### config.mk
export PLATFORM = sky130hd
export DESIGN_NAME = ordered_list_engine_top
export DESIGN_NICKNAME = d
export VERILOG_FILES = /design/src/design/ole_pkg.sv /design/src/design/ordered_list_engine_top.sv
export SDC_FILE = /design/constraint.sdc
export NUM_CORES = 1
export LEC_CHECK = 0
export ABC_AREA = 1
export BUFFER_PORTS_ARGS = -buffer_cell sky130_fd_sc_hd__clkbuf_2
export CORE_UTILIZATION = 40
export DETAILED_ROUTE_END_ITERATION = 6
export SLEW_MARGIN = 20
export SYNTH_ARGS = -nofsm -noshare
export SYNTH_HDL_FRONTEND = slang
export SYNTH_SLANG_ARGS = --single-unit
### constraint.sdc
create_clock -name clk -period 4.4 [get_ports clk]
set_input_delay 0.88 -clock clk [delete_from_list [all_inputs] [get_ports clk]]
set_output_delay 0.88 -clock clk [all_outputs]
set_load 0.005 [all_outputs]
### src/design/ole_pkg.sv
package ole_pkg;

  // command codes
  localparam logic [2:0] CMD_INS_FRONT = 3'd0;
  localparam logic [2:0] CMD_INS_END   = 3'd1;
  localparam logic [2:0] CMD_INS_POS   = 3'd2;
  localparam logic [2:0] CMD_DEL_FRONT = 3'd3;
  localparam logic [2:0] CMD_DEL_END   = 3'd4;
  localparam logic [2:0] CMD_DEL_POS   = 3'd5;
  localparam logic [2:0] CMD_SEARCH    = 3'd6;

  // status codes
  localparam logic [2:0] ST_OK       = 3'd0;
  localparam logic [2:0] ST_EMPTY    = 3'd1;
  localparam logic [2:0] ST_BADPOS   = 3'd2;
  localparam logic [2:0] ST_NOTFOUND = 3'd3;
  localparam logic [2:0] ST_FULL     = 3'd4;

  // sequencer states
  typedef enum logic [3:0] {
    S_IDLE = 4'b0001,
    S_UP   = 4'b0010,
    S_DOWN = 4'b0100,
    S_SRCH = 4'b1000
  } state_t;

endpackage

### src/design/ordered_list_engine_top.sv
// channel  ports                                                         transfer
// -------  ------------------------------------------------------------  ---------------------
// input    start, busy, in_command, in_value, in_position                edge, start && !busy
// result   out_valid, out_status, out_found_position, out_element_count  edge ending out_valid
//
// Entries live in a single-port-write, single-port-read memory with a registered read;
// one entry is moved or compared per cycle through that read/write port pair.
// Rejected commands answer on the next cycle; busy stays high while a command runs,
// and the result strobe comes in the cycle after the last step.
// Synchronous active-low reset empties the list; memory contents are not cleared.
// Results cannot be stalled: each one is shown for exactly one cycle.
module ordered_list_engine_top #(
  parameter int DEPTH = 16
) (
  input  logic               clk,
  input  logic               rst_n,
  input  logic               start,
  output logic               busy,
  input  logic [2:0]         in_command,
  input  logic signed [31:0] in_value,
  input  logic [4:0]         in_position,
  output logic               out_valid,
  output logic [2:0]         out_status,
  output logic [4:0]         out_found_position,
  output logic [4:0]         out_element_count
);

  localparam int AW = (DEPTH > 1) ? $clog2(DEPTH) : 1;
  localparam int CW = $clog2(DEPTH + 1);
  localparam int PW = ((CW > 5) ? CW : 5) + 1;

  ole_pkg::state_t state_r, state_nxt;
  logic [CW-1:0]      count_r, count_nxt;
  logic [AW-1:0]      rd_r, rd_nxt;
  logic [AW-1:0]      stop_r, stop_nxt;
  logic [AW-1:0]      wp_addr_r, wp_addr_nxt;
  logic               rd_act_r, rd_act_nxt;
  logic               wp_r, wp_nxt;
  logic signed [31:0] val_r, val_nxt;
  logic               out_valid_r, out_valid_nxt;
  logic [2:0]         out_status_r, out_status_nxt;
  logic [4:0]         out_found_r, out_found_nxt;
  logic [4:0]         out_count_r, out_count_nxt;

  logic signed [31:0] mem [DEPTH];
  logic signed [31:0] rdata_r;
  logic               mem_we;
  logic [AW-1:0]      mem_waddr;
  logic signed [31:0] mem_wdata;

  logic               accept;
  logic               full;
  logic               empty;
  logic [PW-1:0]      cnt_p;
  logic [PW-1:0]      pos_p;
  logic [AW-1:0]      idx;
  logic [PW-1:0]      cnt_out_p;
  logic [PW-1:0]      found_p;

  assign accept = start && (state_r == ole_pkg::S_IDLE);
  assign full   = (count_r == CW'(DEPTH));
  assign empty  = (count_r == '0);
  assign cnt_p  = PW'(count_r);
  assign pos_p  = PW'(in_position);
  assign found_p = PW'(wp_addr_r) + PW'(1);

  // entry store, registered read
  always_ff @(posedge clk) begin
    if (mem_we) begin
      mem[mem_waddr] <= mem_wdata;
    end
    rdata_r <= mem[rd_r];
  end

  // sequencer
  always_comb begin
    state_nxt     = state_r;
    count_nxt     = count_r;
    rd_nxt        = rd_r;
    stop_nxt      = stop_r;
    wp_addr_nxt   = wp_addr_r;
    rd_act_nxt    = rd_act_r;
    wp_nxt        = wp_r;
    val_nxt       = val_r;
    out_valid_nxt = 1'b0;
    out_status_nxt = out_status_r;
    out_found_nxt = out_found_r;
    out_count_nxt = out_count_r;
    mem_we        = 1'b0;
    mem_waddr     = wp_addr_r;
    mem_wdata     = rdata_r;
    idx           = '0;
    cnt_out_p     = '0;

    unique case (state_r)
      ole_pkg::S_IDLE: begin
        if (accept) begin
          val_nxt        = in_value;
          out_status_nxt = ole_pkg::ST_OK;
          out_found_nxt  = '0;
          out_count_nxt  = cnt_p[4:0];
          rd_act_nxt     = 1'b0;
          wp_nxt         = 1'b0;
          unique case (in_command)
            ole_pkg::CMD_INS_FRONT, ole_pkg::CMD_INS_END, ole_pkg::CMD_INS_POS: begin
              if (in_command == ole_pkg::CMD_INS_FRONT) begin
                idx = '0;
              end else if (in_command == ole_pkg::CMD_INS_END) begin
                idx = AW'(count_r);
              end else begin
                idx = AW'(pos_p - PW'(1));
              end
              if ((in_command == ole_pkg::CMD_INS_POS) &&
                  ((pos_p == '0) || (pos_p > cnt_p + PW'(1)))) begin
                out_status_nxt = ole_pkg::ST_BADPOS;
                out_valid_nxt  = 1'b1;
              end else if (full) begin
                out_status_nxt = ole_pkg::ST_FULL;
                out_valid_nxt  = 1'b1;
              end else begin
                // open a gap: move entries idx..count-1 up by one
                state_nxt = ole_pkg::S_UP;
                stop_nxt  = idx;
                if (CW'(idx) < count_r) begin
                  rd_act_nxt = 1'b1;
                  rd_nxt     = AW'(count_r - CW'(1));
                end
              end
            end
            ole_pkg::CMD_DEL_FRONT, ole_pkg::CMD_DEL_END, ole_pkg::CMD_DEL_POS: begin
              if (in_command == ole_pkg::CMD_DEL_FRONT) begin
                idx = '0;
              end else if (in_command == ole_pkg::CMD_DEL_END) begin
                idx = AW'(count_r - CW'(1));
              end else begin
                idx = AW'(pos_p - PW'(1));
              end
              if (empty) begin
                out_status_nxt = ole_pkg::ST_EMPTY;
                out_valid_nxt  = 1'b1;
              end else if ((in_command == ole_pkg::CMD_DEL_POS) &&
                           ((pos_p == '0) || (pos_p > cnt_p))) begin
                out_status_nxt = ole_pkg::ST_BADPOS;
                out_valid_nxt  = 1'b1;
              end else begin
                // close the gap: move entries idx+1..count-1 down by one
                state_nxt = ole_pkg::S_DOWN;
                stop_nxt  = AW'(count_r - CW'(1));
                if (CW'(idx) + CW'(1) < count_r) begin
                  rd_act_nxt = 1'b1;
                  rd_nxt     = AW'(CW'(idx) + CW'(1));
                end
              end
            end
            ole_pkg::CMD_SEARCH: begin
              if (empty) begin
                out_status_nxt = ole_pkg::ST_EMPTY;
                out_valid_nxt  = 1'b1;
              end else begin
                state_nxt  = ole_pkg::S_SRCH;
                rd_act_nxt = 1'b1;
                rd_nxt     = '0;
                stop_nxt   = AW'(count_r - CW'(1));
              end
            end
            default: begin
              out_valid_nxt = 1'b1;
            end
          endcase
        end
      end

      ole_pkg::S_UP: begin
        // write back the entry read last cycle one place higher
        if (wp_r) begin
          mem_we = 1'b1;
        end
        if (rd_act_r) begin
          wp_nxt      = 1'b1;
          wp_addr_nxt = AW'(rd_r + 1'b1);
          if (rd_r == stop_r) begin
            rd_act_nxt = 1'b0;
          end else begin
            rd_nxt = AW'(rd_r - 1'b1);
          end
        end else begin
          wp_nxt = 1'b0;
        end
        // gap is open: drop the new value in
        if (!rd_act_r && !wp_r) begin
          mem_we         = 1'b1;
          mem_waddr      = stop_r;
          mem_wdata      = val_r;
          count_nxt      = count_r + CW'(1);
          cnt_out_p      = PW'(count_r) + PW'(1);
          out_count_nxt  = cnt_out_p[4:0];
          out_valid_nxt  = 1'b1;
          state_nxt      = ole_pkg::S_IDLE;
        end
      end

      ole_pkg::S_DOWN: begin
        // write back the entry read last cycle one place lower
        if (wp_r) begin
          mem_we = 1'b1;
        end
        if (rd_act_r) begin
          wp_nxt      = 1'b1;
          wp_addr_nxt = AW'(rd_r - 1'b1);
          if (rd_r == stop_r) begin
            rd_act_nxt = 1'b0;
          end else begin
            rd_nxt = AW'(rd_r + 1'b1);
          end
        end else begin
          wp_nxt = 1'b0;
        end
        if (!rd_act_r && !wp_r) begin
          count_nxt     = count_r - CW'(1);
          cnt_out_p     = PW'(count_r) - PW'(1);
          out_count_nxt = cnt_out_p[4:0];
          out_valid_nxt = 1'b1;
          state_nxt     = ole_pkg::S_IDLE;
        end
      end

      ole_pkg::S_SRCH: begin
        // issue reads in order, compare each one in the cycle after its read
        if (rd_act_r) begin
          wp_nxt      = 1'b1;
          wp_addr_nxt = rd_r;
          if (rd_r == stop_r) begin
            rd_act_nxt = 1'b0;
          end else begin
            rd_nxt = AW'(rd_r + 1'b1);
          end
        end else begin
          wp_nxt = 1'b0;
        end
        if (wp_r && (rdata_r == val_r)) begin
          out_status_nxt = ole_pkg::ST_OK;
          out_found_nxt  = found_p[4:0];
          out_valid_nxt  = 1'b1;
          rd_act_nxt     = 1'b0;
          wp_nxt         = 1'b0;
          state_nxt      = ole_pkg::S_IDLE;
        end else if (!rd_act_r && !wp_r) begin
          out_status_nxt = ole_pkg::ST_NOTFOUND;
          out_valid_nxt  = 1'b1;
          state_nxt      = ole_pkg::S_IDLE;
        end
      end

      default: begin
        state_nxt = ole_pkg::S_IDLE;
      end
    endcase
  end

  // control registers
  always_ff @(posedge clk) begin
    if (!rst_n) begin
      state_r     <= ole_pkg::S_IDLE;
      count_r     <= '0;
      rd_act_r    <= 1'b0;
      wp_r        <= 1'b0;
      out_valid_r <= 1'b0;
    end else begin
      state_r     <= state_nxt;
      count_r     <= count_nxt;
      rd_act_r    <= rd_act_nxt;
      wp_r        <= wp_nxt;
      out_valid_r <= out_valid_nxt;
    end
  end

  // payload registers
  always_ff @(posedge clk) begin
    rd_r         <= rd_nxt;
    stop_r       <= stop_nxt;
    wp_addr_r    <= wp_addr_nxt;
    val_r        <= val_nxt;
    out_status_r <= out_status_nxt;
    out_found_r  <= out_found_nxt;
    out_count_r  <= out_count_nxt;
  end

  assign busy               = (state_r != ole_pkg::S_IDLE);
  assign out_valid          = out_valid_r;
  assign out_status         = out_status_r;
  assign out_found_position = out_found_r;
  assign out_element_count  = out_count_r;

endmodule

# Yosys cells after proc, flatten, opt, wreduce, memory -nomap -nowiden
# Memory sizes are Yosys's and may differ from the RTL's. A register that Yosys moved wholly into a read port is not among the register bits.
# Index checks and enable logic that the tools add are counted.
# totals
regBits	69
output_inout_bits	15
word_cells	197
mem_count	1
in_bits	43
mem_bits_rw	512
# memory_table
name	depth	word_bits	read_ports	rd_clocked_by_memory_dff	wr	line	rtl
mem	16	32	1	1	1	ordered_list_engine_top.sv:45	logic signed [31:0] mem [DEPTH];
# classes
n_eq_ne	38
n_addsub	9
n_mux	100
n_lt_le_gt_ge	4
reduce_logical	33
# op_table
cell	n
2-to-1 mux 4 bit	40
one-hot mux 4 bit (3 select lines)	6
2-to-1 mux 32 bit	2
2-to-1 mux 5 bit	7
== test 32 bit	1
!= test 2 bit, second input constant	14
2-to-1 mux 1 bit	27
!= test 3 bit, second input constant	8
one-hot mux 5 bit (2 select lines)	2
2-to-1 mux 3 bit	5
one-hot mux 1 bit (3 select lines)	5
one-hot mux 5 bit (3 select lines)	1
nonzero test 3 bit	5
AND reduction 14 bit	1
adder 4 x 1 -> 5 bit, second input constant	2
subtractor 5 x 1 -> 5 bit, second input constant	2
== test 3 bit, second input constant	3
one-hot mux 3 bit (3 select lines)	1
AND reduction 3 bit	3
!= test 4 x 1 -> 1 bit, second input constant	2
AND reduction 4 bit	2
AND reduction 8 bit	1
subtractor 4 x 1 -> 4 bit, second input constant	2
AND reduction 7 bit	1
29 further kinds	41

# Depth between registers and ports, before layout
# Gate-level depths: netlist of the first run.
# depth
word_depth	14
mapped_depth	20
depth_no_buf	20

# Worst setup path before layout of the first run
# Ideal clock, no wire load.
# synth_path
path_type	input to register
from	in start
to	reg stop_r[0], enable pin
path_slack_ps	928
arrival_ps	3095
required_ps	4023
path_stages	4
path_buffers	0
setup_time_ps	377
path_cell_list	inv_1 nor2_1 inv_1 nor4_1
# synth_between
elab_chain_len	2
# synth_rtl
item	line	rtl
start: declaration	ordered_list_engine_top.sv:17	input logic start,
logical AND 1 bit	ordered_list_engine_top.sv:60	assign accept = start && (state_r == ole_pkg::S_IDLE);
AND reduction 8 bit (no line)	n/a	
end signal: assignment	ordered_list_engine_top.sv:280	stop_r <= stop_nxt;
end: declaration	ordered_list_engine_top.sv:35	logic [AW-1:0] stop_r, stop_nxt;
# No other way between the ends.
# A chain may end at the register's enable or synchronous reset.

# Worst setup path in the final report of the first run
# layout_path
from	reg count_r[1]
to	reg rd_r[1], enable pin
# layout_between
elab_chain_len	10
word_cells_on_any_way	31
classes_between	3 x add/sub; 4 x order compare; 8 x eq/ne; 10 x mux; 6 x reduce/logical
# layout_rtl
item	line	rtl
start: declaration	ordered_list_engine_top.sv:33	logic [CW-1:0] count_r, count_nxt;
start signal: assignment	ordered_list_engine_top.sv:270	count_r <= count_nxt;
subtractor 5 x 1 -> 5 bit	n/a	
2-to-1 mux 4 bit	ordered_list_engine_top.sv:133	end else if (in_command == ole_pkg::CMD_DEL_END) begin
2-to-1 mux 4 bit	ordered_list_engine_top.sv:131	if (in_command == ole_pkg::CMD_DEL_FRONT) begin
2-to-1 mux 4 bit	ordered_list_engine_top.sv:104	unique case (in_command)
2-to-1 mux 4 bit	ordered_list_engine_top.sv:97	if (accept) begin
2-to-1 mux 4 bit	ordered_list_engine_top.sv:95	unique case (state_r)
adder 4 x 1 -> 5 bit	n/a	
less-than comparator 5 bit	ordered_list_engine_top.sv:149	if (CW'(idx) + CW'(1) < count_r) begin
!= test 3 bit (no line)	n/a	
AND reduction 14 bit (no line) *	n/a	
end signal: assignment	ordered_list_engine_top.sv:279	rd_r <= rd_nxt;
end: declaration	ordered_list_engine_top.sv:34	logic [AW-1:0] rd_r, rd_nxt;
# Every way passes the cells marked *; elsewhere a longest branch is shown, timed or not. The select of a mux whose other input is x is not followed.

==> impl_metrics.toml, run 1 <==
[placement]
post-place-ws_ns = 0.7379
portBuffers = 57
gp_congestion = 0.8631
dp.final_hpwl_um = 33800
place_inst = 2883

[detailed_routing]
drt_iter0_drc = 1385
vias = 16340
avgViaCountPerCell = 5.437
final_antenna_net_count = 0
routed_wl_um = 63800
drc = 0
wl_per_cell_um = 21.23
drt-pass1-iter-count = 5

[timing]
hold_violations = 0
fin_hold_ws_ns = 0.4500
fin_crit_sh = 0.7576
finalSetupViolations = 0
rsz0062_at_grt = "no"
min_period_ns = 3.333
tightest_slew_ns = 1.100
max_slew_margin = 0.2666
setup_tns_ns = 0
drv_slew = 0
clock-skew-final_ns = 0.02427
worst_slack_ns = 1.067
fmax_mhz = 300.0

[min_path]
hp-class = "in -> reg"

[global_route]
antenna_found_initial = 0
grt_pass1_vias = 15890
grt_max_degree = 261
globalRoute.totalOverflow = 0
track_usage = 0.2012
grt_pass1_wl_um = 96530

[clock_tree]
clk_latency_ns = 0.61
cts.sinks = 613
post_cts_buffers = 0
root_buffer = "clkbuf_16"
clk_pin_slew_ns = 0.06
numCtsBuffers = 67
ctsHtreeMaxLevel = 3
clockBufferDepth = 3
post_cts_resize_count = 0
ctsHoldBuffers = 0
cts_tree = "built"

[critical_path]
crit_fanout = 7
critPathRequiredTime_ns = 4.65
crit_path_end_kind = "flip-flop"
crit_chain = "inv_1, ha_1, o22ai_1, ha_1, inv_1, xor2_1, inv_1, ha_1, a21oi_1, nor2_1, nor2_1, nand3_1, nand3_1, o2111ai_1, nor2_1"
start_kind = "flip-flop"
slowest_delay_ns = 0.41
critPathArrivalTime_ns = 3.58
crit_slowest_cell = "dfxtp_1"
crit_type = "reg -> reg"

[layout]
stdcell_count = 3005
area_delta_synth_final_pct = 14.18
drive_above_1_share = 0.1245
antenna_cells = 0
final_net_count = 2183

[floorplan]
die_w_um = 252.9
initial_core_util = 0.4065
placementRows = 91
coreArea_um2 = 61940
io_pins = 58
die_h_um = 252.9
dieArea_um2 = 63950

[pwr]
leakagePower_nw = 9.682
ir_worst_vdd_mv = 0.2535
p_per_area_nw_per_um2 = 579.4

[synth]
synth_top_family_by_area = "compound AO/OA/AOI/OAI gates"
syn_nets = 2134
synth_cell_type_count = 41
synthAdderAreaFrac = 0.01193
synth_edf_count = 569
ys_seq_elements = 613
yosysWarnings = 0
synth-compound-area-share = 0.1254
syn_inst = 2067
synth_mux_area_frac = 0.007604
ys_seq_area_frac = 0.7136
synth_flop_cell = "edfxtp_1"
syn_avg_cell_area_um2 = 12.18
ys_async_sr_fraction = 0
synth_simple_gate_area_frac = 0.09686
synth_xor_area_frac = 0.01218
syn_area_um2 = 25180

[outcome]
status = "finished clean"

[flow_run]
max_cap_violations = 0
## per-layer routing
metal	global-route usage	vias up	share of wire
li1	-	7640	-
met4	0.06424	0	0.024
met3	0.03289	100	0.059
met2	0.3324	520	0.48
met1	0.2707	8079	0.43
met5	0	-	0
## cell usage after synthesis (2+ instances only)
cell type / count / area (um^2)
nor2_1: 368 / 1381
nand3_1: 43 / 215.2
inv_1: 78 / 292.8
nor2_4: 4 / 45.04
nor4_1: 2 / 12.51
mux2_2: 17 / 191.4
xor2_1: 15 / 131.4
o2111ai_1: 2 / 17.52
inv_2: 13 / 48.80
ha_1: 24 / 300.3
nor2_2: 4 / 25.02
o22ai_1: 158 / 988.5
clkinv_1: 2 / 7.510
or2_2: 15 / 93.84
nand4_1: 5 / 31.28
o211ai_1: 4 / 30.03
buf_2: 21 / 105.1
xnor2_1: 20 / 175.2
nor3_4: 3 / 48.80
o21bai_1: 2 / 15.01
o22ai_2: 2 / 25.02
a22oi_1: 7 / 52.55
clkbuf_1: 90 / 337.8
buf_1: 4 / 15.01
a31oi_1: 3 / 18.77
a21oi_1: 34 / 170.2
nand2_1: 143 / 536.8
o21ai_0: 336 / 1682
o221ai_1: 4 / 35.03
edfxtp_1: 569 / 17090
nand2_2: 2 / 12.51
dfxtp_1: 44 / 880.8
nor3_1: 4 / 20.02
o21ai_1: 18 / 90.09
## worst paths after layout
kind | start | endpoint | slack, ns | cells past startpoint
worst max-delay path | count_r[1]$_SDFFE_PN0P_ | rd_r[1]$_DFFE_PP_ | 1.07 | 15
worst min-delay path | in_value[21] | val_r[21]$_DFFE_PP_ | 0.45 | 1
worst max register to register | count_r[1]$_SDFFE_PN0P_ | rd_r[1]$_DFFE_PP_ | 1.07 | 15
worst min register to register | count_r[1]$_SDFFE_PN0P_ | count_r[1]$_SDFFE_PN0P_ | 0.62 | 2
## critical path: cells and delay by family, from the launching register on
family / cells / cell delay [ns]
adder cells (fa/ha/maj): 3 / 0.88
AND/OR/NAND/NOR: 5 / 0.68
AO/OA/AOI/OAI: 3 / 0.52
flip-flops: 1 / 0.41
buffers and inverters: 3 / 0.31
XOR/XNOR: 1 / 0.19
## sequential cells by signal, summed over array words and instances, names as in the netlist
| register | cells |
|---|---|
| rd_r | 4 |
| stop_r | 4 |
| mem | 512 |
| val_r | 32 |
| wp_r | 1 |
| out_found_position | 5 |
| count_r | 5 |
| rdata_r | 32 |
| wp_addr_r | 4 |
| out_element_count | 5 |
| out_valid | 1 |
| state_r | 4 |
| out_status | 3 |
| rd_act_r | 1 |
## through the flow
stage                 util  cell area, um^2  total power, W
floorplan                -            25180         0.01022
global route        0.4641            28750         0.01742
detailed placement  0.4303            26650         0.01147
global placement    0.4303            26650         0.01135
CTS                 0.4637            28720         0.01676
finish              0.4641            28750         0.01666
## logic make-up after synthesis
family,Yosys count
fa+ha+maj,24
xor+xnor,35
buf+inv,209
compound gates,574
simple gates,595
flops,613
mux,17
## where the power goes
part           total, W  internal (W)  leakage (nW)  switching [W]
registers       0.00766       0.00747          5.52       0.000191
clock network   0.00530       0.00305          1.00        0.00224
logic           0.00370       0.00107          3.16        0.00263
## cell usage in the layout, fill, tap and decap left out, drive strengths merged, types with 2 or more instances in the layout
cell	n
nand3	44
o2111ai	2
o21ai	355
nor2	376
a21oi	34
nor4	2
bufinv	2
clkinv	24
xor2	15
nor3	7
nand2	145
a31oi	3
or2	16
nand4	5
o211ai	4
clkinvlp	3
buf	39
o22ai	160
o21bai	2
a22oi	7
clkbuf	150
ha	24
xnor2	20
edfxtp	569
mux2	17
o221ai	4
inv	92
dfxtp	44
## cell type report
type | instances | area [um^2]
Inverter | 93 | 355.3
Fill cell | 5562 | 33190
Clock buffer | 93 | 1836
Clock inverter | 28 | 232.7
Tap cell | 837 | 1047
Timing Repair Buffer | 96 | 785.8
Sequential cell | 613 | 17970
Multi-Input combinational cell | 1245 | 6523
Note: power is estimated with default switching activity, not from simulation.
==> inputs of run 2 (changes only) <==
- clock period: 4.4 -> 2.9 ns (I/O delays scaled with it)
==> run 2 against run 1 <==
Net effect:
- clock skew rose by 0.041 ns
- wire length up 2.0%
- sequential cell count unchanged
- hold slack worse by 0.36 ns
- power up 50%
- maximum frequency increased by 22%
- die area unchanged
- clock power is 42% higher
- sequential power increased by 51%
- via count up 1.5%
- non-clock buffer count rose by 55
- critical path type unchanged
- critical endpoint is now rd_r[3]$_DFFE_PP_
==> impl_metrics.toml, run 2 (synthesis results as in run 1) <==
[global_route]
grt_pass1_vias = 16070
track_usage = 0.2024
globalRoute.totalOverflow = 0
antenna_found_initial = 0
grt_pass1_wl_um = 97540
grt_max_degree = 132

[critical_path]
crit_type = "reg -> reg"
crit_chain = "inv_2, buf_4, ha_4, xnor2_2, o22ai_2, xor2_1, inv_1, ha_4, a21oi_2, nor2_1, nor2_1, nand3_2, nand3_1, o2111ai_1, nor2_4"
crit_fanout = 4
start_kind = "flip-flop"
crit_path_end_kind = "flip-flop"
critPathArrivalTime_ns = 3.05
crit_slowest_cell = "dfxtp_2"
critPathRequiredTime_ns = 3.21
slowest_delay_ns = 0.34

[detailed_routing]
wl_met3_um = 3728
met2_length_um = 31730
wl_per_cell_um = 21.32
drc = 0
vias = 16590
final_antenna_net_count = 0
drt-pass1-iter-count = 5
top_layer = "met4"
met1_length_um = 27510
routed_wl_um = 65100
drt_iter0_drc = 1299
avgViaCountPerCell = 5.432

[floorplan]
die_w_um = 252.9
placementRows = 91
coreArea_um2 = 61940
initial_core_util = 0.4065
io_pins = 58
dieArea_um2 = 63950
die_h_um = 252.9

[layout]
fin_util = 0.4737
stdcell_count = 3054
largest_reg_flops = 512
final_net_count = 2232
nFillCells = 5492
area_delta_synth_final_pct = 16.54
antenna_cells = 0
regMostFlops = "mem"
drive_above_1_share = 0.1552
largestRegisters = "mem x512, rdata_r x32, val_r x32"
mostFrequentLayoutCells = "569 x edfxtp_1, 348 x nor2_1, 336 x o21ai_0"
final_common_cell = "edfxtp_1"
finalInstanceArea_um2 = 29340

[outcome]
status = "finished clean"

[clock_tree]
cts.sinks = 613
root_buffer = "clkbuf_16"
clk_pin_slew_ns = 0.06
clockBufferDepth = 3
clk_latency_ns = 0.67
cts_tree = "built"
numCtsBuffers = 61
ctsHtreeMaxLevel = 2

[timing]
finalSetupViolations = 0
max_slew_margin = 0.3013
min_period_ns = 2.740
fin_crit_sh = 0.9448
fin_hold_ws_ns = 0.08715
worst_slack_ns = 0.1601
tightest_slew_ns = 1.041
drv_slew = 0
fmax_mhz = 365.0
hold_violations = 0
clock-skew-final_ns = 0.06560

[min_path]
hp-class = "in -> reg"

[placement]
place_inst = 2937
dp.final_hpwl_um = 34540
gp_congestion = 0.8557
post-place-ws_ns = -0.2779
portBuffers = 57
post_dp_cell_area_um2 = 27230

[pwr]
p_per_area_nw_per_um2 = 852.7
ir_worst_vdd_mv = 0.5656
leakagePower_nw = 9.961

[flow_run]
max_cap_violations = 0
[run 2: per-layer routing]
metal  up-vias  GRT usage
met5         -          0
met4         0    0.07394
met3       135    0.03238
met2       498     0.3398
met1      8232     0.2644
li1       7723          -
[run 2: worst paths after layout]
check / slack [ns] / to / startpoint / depth (start not counted)
setup / recovery: 0.16 / rd_r[3]$_DFFE_PP_ / count_r[0]$_SDFFE_PN0P_ / 15
setup reg to reg: 0.16 / rd_r[3]$_DFFE_PP_ / count_r[0]$_SDFFE_PN0P_ / 15
hold reg to reg: 0.59 / wp_r$_SDFFE_PN0P_ / wp_r$_SDFFE_PN0P_ / 4
hold / removal: 0.09 / val_r[6]$_DFFE_PP_ / in_value[6] / 1
[run 2: critical path, delay by kind of cell, from the launching register on]
family / cells / cell delay, ns
buffers and inverters: 3 / 0.29
AND/OR/NAND/NOR: 5 / 0.54
adder cells (fa/ha/maj): 2 / 0.39
XOR/XNOR: 2 / 0.36
flip-flops: 1 / 0.34
AO/OA/AOI/OAI: 3 / 0.52
[run 2: area by class of cell]
type,instances,area [um^2],share of cell area
clock buffer,80,1638,0.05582
multi-input combinational,1245,6676,0.2275
inverter,93,355.3,0.01211
clock inverter,35,294.0,0.01002
sequential,613,17970,0.6124
tap,837,1047,0.03569
timing repair buffer,151,1361,0.04639
[run 2: metrics by stage]
step / setup TNS, ns / power (W)
3_3_place_gp: -1.331 / 0.01739
4_1_cts: 0 / 0.02510
2_1_floorplan: -123.03 / 0.01551
6_report: 0 / 0.02502
3_5_place_dp: -1.746 / 0.01757
5_1_grt: -0.01113 / 0.02619
[run 2: power by group]
part | internal [W] | leakage [nW] | switching [W] | total (W)
clock | 0.00417 | 0.926 | 0.00336 | 0.00753
combinational | 0.00181 | 3.52 | 0.00405 | 0.00586
sequential | 0.0113 | 5.52 | 0.000298 | 0.0116
total | 0.0173 | 9.96 | 0.00771 | 0.0250
[run 2: what timing repair did]
item / in CTS / in global routing
cloned: 0 / 0
pin swaps: 4 / 12
buffers inserted: 0 / 2
resized for setup: 8 / 23
setup endpoints to repair: 8 / 10
hold buffers: 0 / 0
==> inputs of run 3 (changes only) <==
- ABC_AREA: 1 -> 0
==> run 3 against run 2 <==
Net effect:
- the run now ends with negative setup slack left
- non-clock buffer count rose by 25
- clock power rose by 8.5%
- die area fell by 0.78%
- sequential cell count did not move
- setup slack got worse by 0.38 ns
- critical path depth fell by 2
==> impl_metrics.toml, run 3 <==
[layout]
antenna_cells = 0
mostFrequentLayoutCells = "569 x edfxtp_1, 160 x mux4_2, 135 x nand2_1"
area_delta_synth_final_pct = 18.69
final_common_cell = "edfxtp_1"
largestRegisters = "mem x512, rdata_r x32, val_r x32"
final_net_count = 1567
largest_reg_flops = 512
stdcell_count = 2391
multi_input_area_um2 = 6853
ff_latch_area_um2 = 17970
nFillCells = 5153
regMostFlops = "mem"
fin_util = 0.4804
drive_above_1_share = 0.3224

[clock_tree]
cts.sinks = 613
ctsHtreeMaxLevel = 3
cts_tree = "built"
root_buffer = "clkbuf_16"
clk_pin_slew_ns = 0.06
numCtsBuffers = 67
clockBufferDepth = 3
clk_latency_ns = 0.60

[synth]
ys_seq_elements = 613
syn_avg_cell_area_um2 = 18.87
post-synth-top-count-cell = "edfxtp_1"
syn_area_um2 = 24980
synth_cell_type_count = 81
synth_top_area_share = 0.6840
syn_inst = 1324
synth_area_leaders = "edfxtp_1 68%, mux4_2 14%, dfxtp_1 3.5%, nand2_1 2.0%, xnor2_1 1.4%"
synth_common_cells = "569 x edfxtp_1, 160 x mux4_2, 136 x nand2_1, 45 x nor2_1, 44 x dfxtp_1"
ys_seq_area_frac = 0.7193
synth_edf_count = 569
yosys.area.top_type = "edfxtp_1"
yosysWarnings = 0
syn_nets = 1391
synth_flop_cell = "edfxtp_1"
ys_async_sr_fraction = 0

[global_route]
track_usage = 0.1873
globalRoute.totalOverflow = 0
gr-usage-met2 = 0.3041
grt_max_degree = 70
grt.busiest_layer = "met2"
grt_pass1_vias = 13210
grt_use_met1 = 0.2641
antenna_found_initial = 0
grt_pass1_wl_um = 86460
met3_usage = 0.02982

[floorplan]
initial_core_util = 0.4048
placementRows = 91
die_h_um = 251.9
dieArea_um2 = 63450
io_pins = 58
coreArea_um2 = 61710
die_w_um = 251.9

[detailed_routing]
avgViaCountPerCell = 5.417
wl_per_cell_um = 24.23
routed_wl_um = 57920
drt_iter0_drc = 945
vias = 12950
drt-pass1-iter-count = 5
final_antenna_net_count = 0
drc = 0

[timing]
max_slew_margin = 0.2896
rsz0062_at_grt = "yes"
clock-skew-final_ns = 0.02501
fin_crit_sh = 1.074
tightest_slew_ns = 1.061
fin_hold_ws_ns = 0.1549
min_period_ns = 3.116
fmax_mhz = 321.0
setup_tns_ns = -0.8231
worst_slack_ns = -0.2156
drv_slew = 0
finalSetupViolations = 4
hold_violations = 0

[outcome]
status = "finished, violations left"
violations = "negative setup slack"

[placement]
place_inst = 2266
dp.final_hpwl_um = 33530
portBuffers = 57
post-place-ws_ns = -0.7064
gp_congestion = 0.8306

[min_path]
hp-class = "in -> reg"
hold_path_end = "val_r[5]$_DFFE_PP_"
min_from = "in_value[5]"
min_path_cells = 1

[critical_path]
critPathArrivalTime_ns = 3.37
crit_fanout = 4
timing.rr.end = "rd_r[0]$_DFFE_PP_"
start_kind = "flip-flop"
r2r_cells = 13
crit_type = "reg -> reg"
r2r-start = "count_r[0]$_SDFFE_PN0P_"
crit_path_end_kind = "flip-flop"
worst-r2r-setup-slack_ns = -0.22
critPathRequiredTime_ns = 3.15

[pwr]
p_per_area_nw_per_um2 = 755.1
leakagePower_nw = 9.807
ir_worst_vdd_mv = 0.5417

[flow_run]
max_cap_violations = 0
run 3: worst max-delay path by stage:
| stage | start | endpoint | slack, ns |
|---|---|---|---|
| 2_1_floorplan | state_r[3]$_SDFFE_PN0P_ | mem[13][0]$_DFFE_PP_ | -0.47 |
| 3_3_place_gp | in_position[0] | rd_r[1]$_DFFE_PP_ | -0.65 |
| 3_5_place_dp | in_position[0] | rd_r[0]$_DFFE_PP_ | -0.71 |
| 4_1_cts | count_r[0]$_SDFFE_PN0P_ | rd_r[0]$_DFFE_PP_ | -0.21 |
| 5_1_grt | count_r[0]$_SDFFE_PN0P_ | rd_r[0]$_DFFE_PP_ | -0.41 |
| 6_report | count_r[0]$_SDFFE_PN0P_ | rd_r[0]$_DFFE_PP_ | -0.22 |
run 3: where the power goes:
part           total [W]  switching, W  leakage (nW)  internal [W]
sequential        0.0110      0.000261          5.51        0.0107
combinational    0.00326       0.00195          3.25       0.00131
clock            0.00817       0.00337          1.04       0.00480
run 3: layout make-up:
| cell class | count | area share |
|---|---|---|
| Inverter | 18 | 0.002406 |
| Multi-Input combinational cell | 624 | 0.2311 |
| Sequential cell | 613 | 0.6061 |
| Timing Repair Buffer | 176 | 0.05326 |
| Tap cell | 837 | 0.03532 |
| Clock inverter | 34 | 0.01034 |
| Clock buffer | 89 | 0.06141 |
run 3: repair_timing:
item / in CTS / in global routing
gates resized for setup: 6 / 4
buffers inserted: 1 / 1
pin swaps: 4 / 1
setup endpoints to repair: 9 / 16
hold buffers: 0 / 0
run 3: critical path: stages (launching register included):
cell	delay (ns)
dfxtp_2	0.33
inv_2	0.05
ha_4	0.24
and3_4	0.15
a211oi_4	0.20
ha_2	0.25
xor2_2	0.08
ha_2	0.21
or4b_4	0.53
a211oi_4	0.18
o21ai_1	0.11
nand2_1	0.09
nand2_2	0.07
o31ai_4	0.28
run 3: per-stage QoR:
step                power, W  area [um^2]
detailed placement   0.01442        27450
CTS                  0.02260        29610
global placement     0.01434        27450
finish               0.02239        29650
floorplan            0.01316        25110
global route         0.02322        29650
run 3: cell families after synthesis:
logic type,synth area share
DFF,0.7193
AOI/OAI and AO/OA,0.03181
adders and majority gates,0.01247
and+or+nand+nor,0.05365
xor gates and xnor gates,0.01999
muxes,0.1456
buffers and inverters,0.01723
run 3: routing by layer:
metal,vias up,share of wire
li1,5694,-
met1,6759,0.43
met2,430,0.49
met3,69,0.061
met4,0,0.017
met5,-,0
